===== config.mk =====
export PLATFORM = sky130hd
export DESIGN_NAME = dlw_sine
export DESIGN_NICKNAME = d
export VERILOG_FILES = /design/src/rtl/dlw_pkg.sv /design/src/rtl/dlw_sine.sv
export SDC_FILE = /design/constraint.sdc
export NUM_CORES = 2
export LEC_CHECK = 0
export ABC_AREA = 1
export BUFFER_PORTS_ARGS = -buffer_cell sky130_fd_sc_hd__buf_2
export CAP_MARGIN = 20
export CORE_UTILIZATION = 53
export DETAILED_ROUTE_END_ITERATION = 16
export PLACE_DENSITY = 0.68
export SKIP_LAST_GASP = 1
export SYNTH_ARGS = -nofsm -noshare
export SYNTH_HDL_FRONTEND = slang
export SYNTH_SLANG_ARGS = --single-unit

===== constraint.sdc =====
create_clock -name clk -period 6.7 [get_ports clk]
set_input_delay 1.675 -clock clk [delete_from_list [all_inputs] [get_ports clk]]
set_output_delay 1.675 -clock clk [all_outputs]
set_load 0.01 [all_outputs]

===== src/rtl/dlw_pkg.sv =====
// Shared types and constants of the detection to world coordinate block.
`default_nettype none
package dlw_pkg;

    localparam int CFG_INDEX_W = 3;
    localparam int CFG_DATA_W  = 24;

    typedef enum logic [CFG_INDEX_W-1:0] {
        CFG_SENSOR_WIDTH  = 3'd0,
        CFG_SENSOR_HEIGHT = 3'd1,
        CFG_IMAGE_WIDTH   = 3'd2,
        CFG_IMAGE_HEIGHT  = 3'd3,
        CFG_MPP_X         = 3'd4,
        CFG_MPP_Y         = 3'd5
    } cfg_index_t;

    localparam logic [13:0] RST_SENSOR_WIDTH  = 14'd1920;
    localparam logic [13:0] RST_SENSOR_HEIGHT = 14'd1080;
    localparam logic [12:0] RST_IMAGE_WIDTH   = 13'd640;
    localparam logic [12:0] RST_IMAGE_HEIGHT  = 13'd640;
    localparam logic [23:0] RST_MPP           = 24'd65536;

    localparam logic [16:0] SIN_A_Q = 17'd51472;
    localparam logic [15:0] SIN_B = 16'd21023;
    localparam logic [11:0] SIN_C = 12'd2320;
    localparam logic [15:0] ONE_Q15 = 16'd32768;

    localparam logic [46:0] VS_LIMIT = 47'h3FFF_FFFF_FFFF;

    localparam logic signed [50:0] SAT_MAX = 51'sd2147483647;
    localparam logic signed [50:0] SAT_MIN = -51'sd2147483648;

    typedef struct packed {
        logic        [7:0]  label;
        logic signed [31:0] origin_x;
        logic signed [31:0] origin_y;
        logic        [1:0]  quad;
        logic        [15:0] t;
    } side_t;

    typedef struct packed {
        logic        [7:0]  label;
        logic signed [31:0] world_x;
        logic signed [31:0] world_y;
    } result_t;

endpackage
`default_nettype wire


===== src/rtl/dlw_sine.sv =====
// Four-stage quarter-wave sine polynomial in Q1.15.
`default_nettype none
module dlw_sine (
    input  wire logic        clk,
    input  wire logic        en,
    input  wire logic [15:0] t_in,
    output logic      [15:0] s_out
);

    logic [15:0] s1_t_reg, s1_t2_reg;
    logic [15:0] s2_t_reg, s2_t2_reg, s2_u_reg;
    logic [15:0] s3_t_reg;
    logic [16:0] s3_v_reg;
    logic [15:0] s4_s_reg;

    logic [31:0] p1;
    logic [27:0] p2;
    logic [31:0] p3;
    logic [32:0] p4;
    logic [17:0] s_raw;

    always_comb
    begin
        p1    = 32'(t_in) * 32'(t_in);
        p2    = 28'(dlw_pkg::SIN_C) * 28'(s1_t2_reg);
        p3    = 32'(s2_u_reg) * 32'(s2_t2_reg);
        p4    = 33'(s3_v_reg) * 33'(s3_t_reg);
        s_raw = p4[32:15];
    end

    always_ff @(posedge clk)
    begin
        if (en)
        begin
            s1_t_reg  <= t_in;
            s1_t2_reg <= p1[30:15];
            s2_t_reg  <= s1_t_reg;
            s2_t2_reg <= s1_t2_reg;
            s2_u_reg  <= dlw_pkg::SIN_B - 16'(p2[27:15]);
            s3_t_reg  <= s2_t_reg;
            s3_v_reg  <= dlw_pkg::SIN_A_Q - p3[31:15];
            s4_s_reg  <= (s_raw > 18'(dlw_pkg::ONE_Q15)) ? dlw_pkg::ONE_Q15 : s_raw[15:0];
        end
    end

    assign s_out = s4_s_reg;

endmodule
`default_nettype wire


# ---- Word-level counts from Yosys, hierarchy flattened
# Cells that the tools add are included.
dict set report classes {
  n_addsub 2
  n_mul 4
  magnitude_cmp 1
}
# op count
set ops {}
lappend ops {{multiplier 17 x 16 -> 33 bit} 1}
lappend ops {{multiplier 16 x 16 -> 32 bit} 1}
lappend ops {{multiplier 16 x 16 -> 31 bit} 1}
lappend ops {{multiplier 8 x 16 -> 24 bit, first input constant} 1}
lappend ops {{greater-than comparator 18 x 16 -> 1 bit, second input constant} 1}
lappend ops {{subtractor 16 x 17 -> 17 bit, first input constant} 1}
lappend ops {{subtractor 15 x 13 -> 16 bit, first input constant} 1}
dict set report word_totals {
  regBits 129
  inputBits 18
  out_inout_bits 16
  word_cells 15
}

# ---- Longest topological paths before layout
dict set report logic_depth {
  word_depth 2
  depth_mapped 37
  depth_no_buf 35
}

# ---- Worst setup path after synthesis
# OpenSTA, ideal clock, no wires.
dict set report synth_path {
  kind {input to register}
  start {in t_in[13]}
  end {reg s1_t2_reg[8], data pin}
  setup_ps 262
  arrival_ps 6733
  t_required_ps 6438
  path_slack_ps -295
  cell_stages 22
  n_path_buf 2
  cell_sequence {clkbuf_1 > clkbuf_1 > nand2_1 > fa_1 > inv_1 > fa_1 > fa_1 > inv_1 > fa_1 > fa_1 > fa_1 > inv_1 > ha_1 > a21oi_1 > o21ai_0 > inv_1 > o21ai_0 > a21oi_1 > nor2_1 > nor2_1 > o21ai_1 > xor2_1}
}
dict set report synth_between {
  elab_chain_cells 1
}
# item line_no
set synth_rtl {}
lappend synth_rtl {{start, declared} dlw_sine.sv:6} ;# input wire logic [15:0] t_in,
lappend synth_rtl {{multiplier 16 x 16 -> 31 bit} dlw_sine.sv:24} ;# p1 = 32'(t_in) * 32'(t_in);
lappend synth_rtl {{via p1[23]} dlw_sine.sv:16} ;# logic [31:0] p1;
lappend synth_rtl {{end signal, assigned} dlw_sine.sv:36} ;# s1_t2_reg <= p1[30:15];
lappend synth_rtl {{end, declared} dlw_sine.sv:10} ;# logic [15:0] s1_t_reg, s1_t2_reg;
# The timed path passes the listed nets, and every way through them passes these cells.
# A chain may end at the register's enable or synchronous reset.

# ---- Worst setup path after layout
dict set report layout_path {
  start {in t_in[10]}
  end {reg s1_t2_reg[12], data pin}
}
# Same word-level chain as after synthesis.

==> results.ini <==
[status]
status=completed

[routing]
first_pass_iters=6
vias_per_cell=4.93
drc=0
num_vias=24300
wl_per_cell_um=14.6
ant_nets=0
routed_wl_mm=72.0
initialDrtViolationCount=1617

[worst_setup_path]
critPathRequiredTime_ns=6.91
rr_worst_depth=26
cp-start-kind=primary input
crit_path_end_kind=flip-flop
crit_fanout=7
crit_arrival_ns=6.67
path_class=primary input to flip-flop

[final_layout]
syn2layout_area_growth_pct=10.7
drive_gt1_share_pct=8.93
diodes=0
nNetsFinal=5085
largest_reg_flops=17

[synthesis]
synthFlopType=edfxtp_1
synth-simple-area-share_pct=17.1
synth_compound_area_share_pct=3.65
synthTopCellsByArea=fa_1 (35%), ha_1 (14%), inv_1 (14%)
yosysSeqAreaShare_pct=12.2
synthAdderAreaFrac_pct=49.6
muxShareOfSynthArea_pct=0.0357
yosysMostFrequentCell=inv_1
netlist_instances=3986
syn_area_per_cell_sq_um=7.91
yosysTopAreaCell=fa_1
synth_edf_count=128
synth_top_family_by_area=adder cells
syn-num-nets=4918
yosys_warnings=0
ys_types=42
synth_commonest_cells=inv_1 (1184), nand2_1 (1077), fa_1 (558)
synthArstFlopShare_pct=0
synth_xor_area_share_pct=1.61
synth_top_cell_area_share_pct=35.5
ys_ff_latch=128
synthesis.area_sq_um=31500

[min_path]
hold_class=flip-flop to flip-flop
min_path_cells=0

[die]
die_w_um=246
fp.dieH_um=246
io_pins=34
dieArea_sq_um=60400
rows=89
initial_core_util_pct=53.5
core-area_sq_um=58900

[clock_tree]
clock_latency_ns=0.46
cts_made_buffers=17
cts.root.buffer_cell=clkbuf_16
clkTransAtPathRegs_ns=0.07
hold_buffers=0
clockBufferDepth=2
clock_sinks=128
htree_levels=4
cts_tree=done

[timing]
maxSlewViolCount=0
fin_crit_sh_pct=96.5
period_minus_slack_ns=6.47
max_freq_ghz=0.155
max_slew_margin_pct=39.9
rsz0062_at_grt=yes
fin_skew_ns=0.0156
fin_tns_setup_ns=0
finalHoldViolCount=0
worstMarginPinSlew_ns=0.902
setup-violations-final=0

[global_routing]
grt-ovfl-total=0
grtUsageTotal_pct=25.5
grt_max_degree=68
grt_pass1_vias=25500
antenna_found_initial=1
grt_pass1_wl_mm=123

[run]
maxCapViolCount=0

[place]
place.gp.congestion=0.952
dp_hpwl_mm=62.0
port_buffers=33

## critical path, stage by stage
cell and delay (ns):
clkbuf_4 0.18, buf_4 0.18, nand2_1 0.06, inv_1 0.05, fa_1 0.59, fa_1 0.45, fa_1 0.52, inv_1 0.06
fa_1 0.57, fa_1 0.45, fa_1 0.51, inv_1 0.06, ha_4 0.28, nand2_1 0.06, nor2_1 0.14, inv_1 0.09
o21ai_2 0.19, buf_4 0.13, nand2_1 0.04, o2111ai_1 0.15, nand2_1 0.09, nand2_1 0.08, xor2_1 0.06
## cell families (layout without fill, tap and decap cells)
family | after synthesis | count (layout)
AOI/OAI and AO/OA | 201 | 201
xor gates and xnor gates | 58 | 58
adders and majority gates | 914 | 914
buffers and inverters | 1323 | 1503
DFF | 128 | 128
muxes | 1 | 1
and+or+nand+nor | 1361 | 1361
## final timing paths
| path | start | to | slack [ns] |
|---|---|---|---|
| worst max-delay path | t_in[10] | s1_t2_reg[12]$_DFFE_PP_ | 0.23 |
| worst min-delay path | s2_t_reg[7]$_DFFE_PP_ | s3_t_reg[7]$_DFFE_PP_ | 0.41 |
| worst min register to register | s2_t_reg[7]$_DFFE_PP_ | s3_t_reg[7]$_DFFE_PP_ | 0.41 |
| worst max register to register | s2_t2_reg[9]$_DFFE_PP_ | s3_v_reg[16]$_DFFE_PP_ | 0.40 |
## layout by cell type, fill, tap and decap left out, types with 4 or more instances in the layout
master / n
a21boi_0: 6
a21oi_1: 101
a21oi_2: 15
a31oi_1: 5
buf_12: 11
buf_2: 26
buf_4: 240
clkbuf_16: 17
clkbuf_4: 6
edfxtp_1: 128
fa_1: 557
ha_1: 352
inv_1: 1182
inv_2: 5
inv_8: 5
nand2_1: 1074
nand2_2: 8
nand3_1: 87
nand3_2: 4
nand3b_1: 12
nand4_1: 9
nor2_1: 130
nor2_2: 7
nor3_1: 15
nor3_2: 4
o21a_1: 5
o21ai_0: 39
o21ai_1: 6
o21bai_1: 13
xnor2_1: 21
xor2_1: 37
## metrics by stage
stage	instances	area, sq um	setup slack (ns)	hold WS [ns]	utilization, %
floorplan	3986	31700	-0.00585	0.400	-
global placement	4860	33700	-0.314	0.400	57.3
detailed placement	4860	33700	-0.391	0.405	57.3
CTS	4892	34400	0.0724	0.412	58.3
global route	4939	34900	-0.0320	0.417	59.2
finish	4939	34900	0.235	0.410	59.2
## layer usage
| metal | up-vias | GRT usage, % | wire length, um |
|---|---|---|---|
| li1 | 11900 | - | - |
| met4 | 2 | 6.36 | 1330 |
| met3 | 97 | 3.23 | 3790 |
| met2 | 590 | 43.2 | 34700 |
| met5 | - | 0 | 14 |
| met1 | 11800 | 34.7 | 32200 |
## cell type report
cell class,instances,area [sq um]
fill,5183,24000
multi-input combinational,2535,22800
inverter,1187,4460
sequential,128,3840
timing repair buffer,284,2210
tap,773,967
clock buffer,17,425
clock inverter,15,199
## timing repair
item,in CTS,in global routing
endpoints found under the setup margin,0,31
gates resized for setup,0,18
buffers inserted,0,47
Power is left out: the tool's default activity adds up to more than one toggle a clock period on the data nets, which glitch-free logic cannot reach.
