[src/rtl/dlw_div_cell.sv]
// One restoring division step: shift in a dividend bit, trial subtract, emit a quotient bit.
`default_nettype none
module dlw_div_cell #(
    parameter int DW = 43
) (
    input  wire logic          clk,
    input  wire logic          en,
    input  wire logic [12:0]   divisor,
    input  wire logic [12:0]   rem_in,
    input  wire logic [DW-1:0] dq_in,
    output logic      [12:0]   rem_out,
    output logic      [DW-1:0] dq_out
);

    logic [13:0] trial;
    logic        ge;
    logic [13:0] diff;

    always_comb
    begin
        trial = {rem_in, dq_in[DW-1]};
        ge    = trial >= {1'b0, divisor};
        diff  = trial - {1'b0, divisor};
    end

    always_ff @(posedge clk)
    begin
        if (en)
        begin
            rem_out <= ge ? diff[12:0] : trial[12:0];
            dq_out  <= {dq_in[DW-2:0], ge};
        end
    end

endmodule
`default_nettype wire

[config.mk]
export PLATFORM = sky130hd
export DESIGN_NAME = dlw_div_cell
export DESIGN_NICKNAME = d
export VERILOG_FILES = /design/src/rtl/dlw_div_cell.sv
export SDC_FILE = /design/constraint.sdc
export NUM_CORES = 1
export LEC_CHECK = 0
export ABC_AREA = 1
export BUFFER_PORTS_ARGS = -buffer_cell sky130_fd_sc_hd__buf_2
export CAP_MARGIN = 40
export CORE_UTILIZATION = 47
export DETAILED_ROUTE_END_ITERATION = 8
export PLACE_DENSITY = 0.8
export SLEW_MARGIN = 20
export SYNTH_ARGS = -nofsm -noshare
export SYNTH_HDL_FRONTEND = slang
export SYNTH_SLANG_ARGS = --single-unit
[constraint.sdc]
create_clock -name clk -period 2.2 [get_ports clk]
set_input_delay 0.22 -clock clk [delete_from_list [all_inputs] [get_ports clk]]
set_output_delay 0.22 -clock clk [all_outputs]
set_load 0.005 [all_outputs]
# Word-level counts from Yosys, hierarchy flattened
# Index checks and enable logic that the tools add are counted.
[totals] regBits=56 word_cells=5 out_inout_bits=56 inputBits=71
[op_classes] order_cmp=1 n_mux=1 n_addsub=1
[ops] op="greater-or-equal comparator 14 x 13 -> 1 bit" count=1
[ops] op="2-to-1 mux 13 bit" count=1
[ops] op="subtractor 13 bit" count=1

# Depth between registers and ports, before layout
# Gate-level depths: netlist of the first run.
[depth] ltp_word=2 mapped_depth=12 ltp_nobuf=11

# Worst setup path after synthesis of the first run
# Ideal clock, no wire load.
[synth_timing] path_type="in2reg" startpoint="input port dq_in[42]" endpoint="register rem_out[1], data pin" stages=10 setup_time_ns=0.254 path_slack_ns=0.482 arrival_ns=1.463 path_buffers=1 cell_sequence="inv_1 ha_1 fa_1 inv_1 nand2_1 nand3_2 nand2_4 nand3_4 buf_8 o21ai_2"
[synth_via] elab_chain_cells=2
[synth_lines] element="start: declaration" line="10" rtl="input wire logic [DW-1:0] dq_in,"
[synth_lines] element="subtractor 13 bit / greater-or-equal comparator 14 x 13 -> 1 bit (equally long branches)" line="23, 22"
[synth_lines] element="2-to-1 mux 13 bit (*)" line="30" rtl="rem_out <= ge ? diff[12:0] : trial[12:0];"
[synth_lines] element="end signal: assignment" line="30"
[synth_lines] element="end: declaration" line="11" rtl="output logic [12:0] rem_out,"
# Every way passes the cells marked *; elsewhere a longest branch is shown, timed or not.
# A chain may end at the register's enable or synchronous reset.

# Worst setup path after layout of the first run
[layout_timing] startpoint="input port divisor[10]" endpoint="register rem_out[6], data pin"
[layout_via] elab_chain_cells=2
[layout_lines] element="start: declaration" line="8" rtl="input wire logic [12:0] divisor,"
[layout_lines] element="greater-or-equal comparator 14 x 13 -> 1 bit" line="22" rtl="ge = trial >= {1'b0, divisor};"
[layout_lines] element="2-to-1 mux 13 bit" line="30"
# Every way passes these cells.

==> results of run 1 <==
## how the worst max path moves through the flow
stage                startpoint          to  slack, ns  cells after the start
detailed placement  divisor[10]  rem_out[6]       0.12                     11
global route         divisor[9]  rem_out[6]       0.28                     11
global placement    divisor[11]  rem_out[6]       0.19                     11
floorplan             dq_in[42]  rem_out[1]       0.48                     10
finish              divisor[10]  rem_out[6]       0.42                     11
CTS                 divisor[10]  rem_out[6]       0.44                     11
## cell usage after synthesis, types with 2 or more instances
cell type,instances,share of area [%]
inv_2,6,0.78
edfxtp_1,56,58
nand2_1,68,8.9
nand2_2,11,2.4
nor2_4,2,0.78
a21oi_1,4,0.70
inv_1,51,6.7
xor2_1,5,1.5
nand4_1,11,2.4
nor2_2,2,0.43
nor2_1,7,0.91
o21ai_2,7,2.1
nand3_1,11,1.9
ha_1,13,5.7
nand3_4,2,1.2
nand3_2,5,1.7
## cells by family after synthesis
logic type,count (synthesis)
compound gates,12
xor+xnor,6
fa+ha+maj,14
buf+inv,60
flops,56
simple gates,120
## layout make-up
type	count	area [µm²]
fill	499	2250
sequential	56	1680
multi-input combinational	152	938
timing repair buffer	128	658
inverter	57	214
tap	75	93.8
clock buffer	6	72.6
clock inverter	2	16.3
## metrics by stage
step | hold slack [ns] | instances | setup slack [ns]
after CTS | 0.0799 | 476 | 0.442
after detailed placement | 0.398 | 468 | 0.124
after global routing | 0.0697 | 476 | 0.278
after floorplan | 0.319 | 268 | 0.482
after global placement | 0.396 | 468 | 0.192
final | 0.0911 | 476 | 0.421
## per-layer routing
| metal | vias up | share of wire (%) | global-route usage [%] |
|---|---|---|---|
| met3 | 9 | 7.5 | 4.89 |
| met4 | 0 | 1.6 | 7.68 |
| met5 | - | 0 | 0 |
| li1 | 1135 | - | - |
| met2 | 85 | 51 | 36.2 |
| met1 | 992 | 40 | 20.9 |
## power by group
group          switching (W)  internal (W)  total [W]  leakage (nW)
Clock               0.000311      0.000227   0.000538        0.0414
Sequential         0.0000213       0.00129    0.00132         0.548
Combinational       0.000291      0.000225   0.000516          1.27
Total               0.000624       0.00175    0.00237          1.86
## flip-flops by register name, indices dropped and copies added (netlist names)
register,flops
rem_out,13
dq_out,43
==> flow_metrics.tcl, run 1 <==
set metrics [dict create \
    fmax_ghz 0.562 \
    crit_chain "buf_2 > inv_1 > ha_1 > nand2_1 > inv_2 > nand2_2 > inv_2 > a21oi_4 > nand3_4 > nand2_1 > o21ai_2" \
    p_per_area_mw_per_mm2 645 \
    path_class "primary input to flop" \
    antennaDiodeCount 0 \
    period_share_pct 80.9 \
    setup-violations-final 0 \
    outcome "finished clean" \
    post_cts_buffers 0 \
    drtIter0Drc 86 \
    synth_edf_count 56 \
    slew_headroom_pct 60.7 \
    yosysSeqAreaShare_pct 58.5 \
    antenna_found_initial 0 \
    grt_pass1_vias 2152 \
    synthFlopType "edfxtp_1" \
    initial_core_util_pct 48.6 \
    drt-pass1-iter-count 4 \
    final_area_mm2 0.00367 \
    cts_tree "done" \
    cts-buffers-inserted 5 \
    min_from "dq_in[12]" \
    final_util_pct 62.1 \
    synth-compound-area-share_pct 3.39 \
    die_area_mm2 0.00644 \
    irDropWorstVdd_uv 316 \
    yosys_warnings 0 \
    clkTransAtPathRegs_ns 0.09 \
    cp-end-kind "flop" \
    cp-start-kind "primary input" \
    via_count 2221 \
    drt-wirelength-per-cell_um 12.7 \
    cts_max_level 2 \
    synth_cells 268 \
    path_buf_inv 4 \
    overflow 0 \
    synth-xor-area-share_pct 1.83 \
    cts_sinks 56 \
    layout_commonest_cell "buf_2" \
    layout_common_cells "buf_2 (126), nand2_1 (68), edfxtp_1 (56)" \
    avgSynthCellArea_um2 10.7 \
    final_hold_viol_count 0 \
    place_hpwl_um 5010 \
    syn_area_mm2 0.00288 \
    grt_max_degree 34 \
    post_dp_cell_area_mm2 0.00359 \
    drive_above_1_share_pct 42.9 \
    setup_tns_ns 0 \
    cts_hold_buffers 0 \
    chipWidth_um 80.2 \
    ant_nets 0 \
    synth_cell_types 23 \
    cts_resized 0 \
    crit_arrival_ns 1.83 \
    rsz0062_at_grt "false" \
    worstMarginPinSlew_ns 0.589 \
    min_path_cells 1 \
    areaGrowthSynthToFinish_pct 27.8 \
    holdPathEnd "dq_out[13]" \
    syn_nets 353 \
    drt-total-wl_um 6060 \
    clockBufferDepth 2 \
    io_buffers 126 \
    leakage_nw 1.86 \
    vias_per_cell 4.67 \
    finalMaxSlewViolations 0 \
    synth_top_family_by_area "simple AND/OR/NAND/NOR gates" \
    die_h_um 80.2 \
    crit_path_top_delay_cell "ha_1" \
    row_count 28 \
    total_power_w 0.00237 \
    async_flop_share_pct 0 \
    core_area_mm2 0.00592 \
    min_period_ns 1.78 \
    hold_class "primary input to flop" \
    final_nets 485 \
    grt_first_pass_wirelength_um 9450 \
    ys_ff_latch 56 \
    slowest_delay_ns 0.36 \
    crit_path_max_fanout 21 \
    drc 0 \
    gp_congestion 0.904 \
    cp_top_family "simple AND/OR/NAND/NOR gates" \
    gr-usage-all-layers_pct 19.5 \
    synth_fa_ha_area_share_pct 6.35 \
    drv_cap 0 \
    ios 127 \
    clock-root-buffer "clkbuf_8" \
    required_ns 2.25 \
    synth_mux_area_share_pct 0 \
    yosys.area_share.simple_pct 21.1 \
]
Note: power is estimated with default switching activity, not from simulation.
==> inputs of run 2 (changes only) <==
==> constraint.sdc (replaced) <==
create_clock -name clk -period 1.8 [get_ports clk]
set_input_delay 0.18 -clock clk [delete_from_list [all_inputs] [get_ports clk]]
set_output_delay 0.18 -clock clk [all_outputs]
set_load 0.005 [all_outputs]
==> flow_metrics.tcl, run 2 (synthesis gave the netlist of run 1 again) <==
set metrics [dict create \
    cts_sinks 56 \
    vias_per_cell 4.62 \
    whs_ns 0.0472 \
    cp-start-kind "primary input" \
    layout_commonest_cell "buf_2" \
    drt-pass1-iter-count 4 \
    irDropWorstVdd_uv 417 \
    antennaDiodeCount 0 \
    crit_path_max_fanout 17 \
    biggestRegsByFlops "dq_out: 43 flops, rem_out: 13 flops" \
    cp-end-kind "flop" \
    initial_core_util_pct 48.6 \
    die_h_um 80.2 \
    drtIter0Drc 58 \
    final_hold_viol_count 0 \
    final.fill_count 462 \
    largest_reg_flops 43 \
    cts_max_level 2 \
    drv_cap 0 \
    slew_headroom_pct 79.9 \
    rsz0062_at_grt "false" \
    min_period_ns 1.52 \
    outcome "finished clean" \
    min_path_cells 1 \
    holdPathEnd "dq_out[34]" \
    crit_arrival_ns 1.59 \
    period_share_pct 84.7 \
    drc 0 \
    final_util_pct 64.9 \
    die_area_mm2 0.00644 \
    place_hpwl_um 5260 \
    drive_above_1_share_pct 45.5 \
    clock-root-buffer "clkbuf_8" \
    clockBufferDepth 2 \
    worstMarginPinSlew_ns 0.301 \
    ios 127 \
    grt_first_pass_wirelength_um 10000 \
    hold_class "primary input to flop" \
    cts_hold_buffers 0 \
    cts-buffers-inserted 5 \
    post_cts_buffers 0 \
    overflow 0 \
    top_register "dq_out" \
    leakage_nw 1.97 \
    core_area_mm2 0.00592 \
    cts_resized 0 \
    antenna_found_initial 0 \
    cts_tree "done" \
    io_buffers 126 \
    gp_congestion 0.900 \
    p_per_area_mw_per_mm2 769 \
    drt-wirelength-per-cell_um 12.9 \
    grt_max_degree 57 \
    via_count 2287 \
    setup-violations-final 0 \
    final_nets 504 \
    gr-usage-all-layers_pct 20.9 \
    chipWidth_um 80.2 \
    ant_nets 0 \
    row_count 28 \
    path_class "primary input to flop" \
    drt-total-wl_um 6360 \
    fmax_ghz 0.656 \
    min_from "dq_in[33]" \
    grt_pass1_vias 2202 \
    total_power_w 0.00295 \
    areaGrowthSynthToFinish_pct 33.6 \
    required_ns 1.87 \
    finalMaxSlewViolations 0 \
    clkTransAtPathRegs_ns 0.10 \
    layout_common_cells "buf_2 (126), nand2_1 (68), edfxtp_1 (56)" \
]
## run 2: how the worst max path moves through the flow
| stage | start | end | slack [ns] |
|---|---|---|---|
| after floorplan | dq_in[42] | rem_out[1] | 0.12 |
| after global placement | dq_in[42] | rem_out[1] | -0.002 |
| after detailed placement | dq_in[42] | rem_out[4] | -0.05 |
| after CTS | dq_in[42] | rem_out[3] | 0.28 |
| after global routing | dq_in[42] | rem_out[12] | 0.19 |
| final | dq_in[42] | rem_out[3] | 0.28 |
## run 2: final cells by class
type                    instances  area (µm²)  share of cell area, %
clock inverters                 2        16.3                  0.423
flip-flops and latches         56        1680                   43.8
multi-input cells             152         938                   24.4
repair buffers                147         826                   21.5
clock buffers                   6        72.6                   1.89
well taps                      75        93.8                   2.44
inverters                      57         214                   5.57
## run 2: per-layer routing
layer / share of wire (%) / vias to the layer above / track usage (%)
li1: - / 1178 / -
met1: 38 / 1017 / 23.6
met2: 53 / 84 / 38.5
met3: 8.1 / 8 / 4.32
met4: 1.4 / 0 / 7.68
met5: 0 / - / 0
## run 2: stage by stage
step	cells	area, µm²	setup WS [ns]	TNS, ns
after CTS	495	3840	0.280	0
after floorplan	268	2880	0.122	0
after detailed placement	487	3750	-0.0494	-0.343
after global placement	487	3750	-0.00247	-0.00380
final	495	3840	0.275	0
after global routing	495	3840	0.193	0
## run 2: critical path: stages
cell and delay, ns:
buf_2 0.07, inv_1 0.05, ha_1 0.21, fa_1 0.41
inv_1 0.11, nand2_1 0.07, nand3_2 0.09, nand2_4 0.07
nand3_4 0.09, buf_12 0.17, o21ai_2 0.06
## run 2: power breakdown
part	internal [W]	leakage, nW	switching [W]
Combinational	0.000321	1.38	0.000363
Sequential	0.00158	0.548	0.0000296
Clock	0.000277	0.0414	0.000381
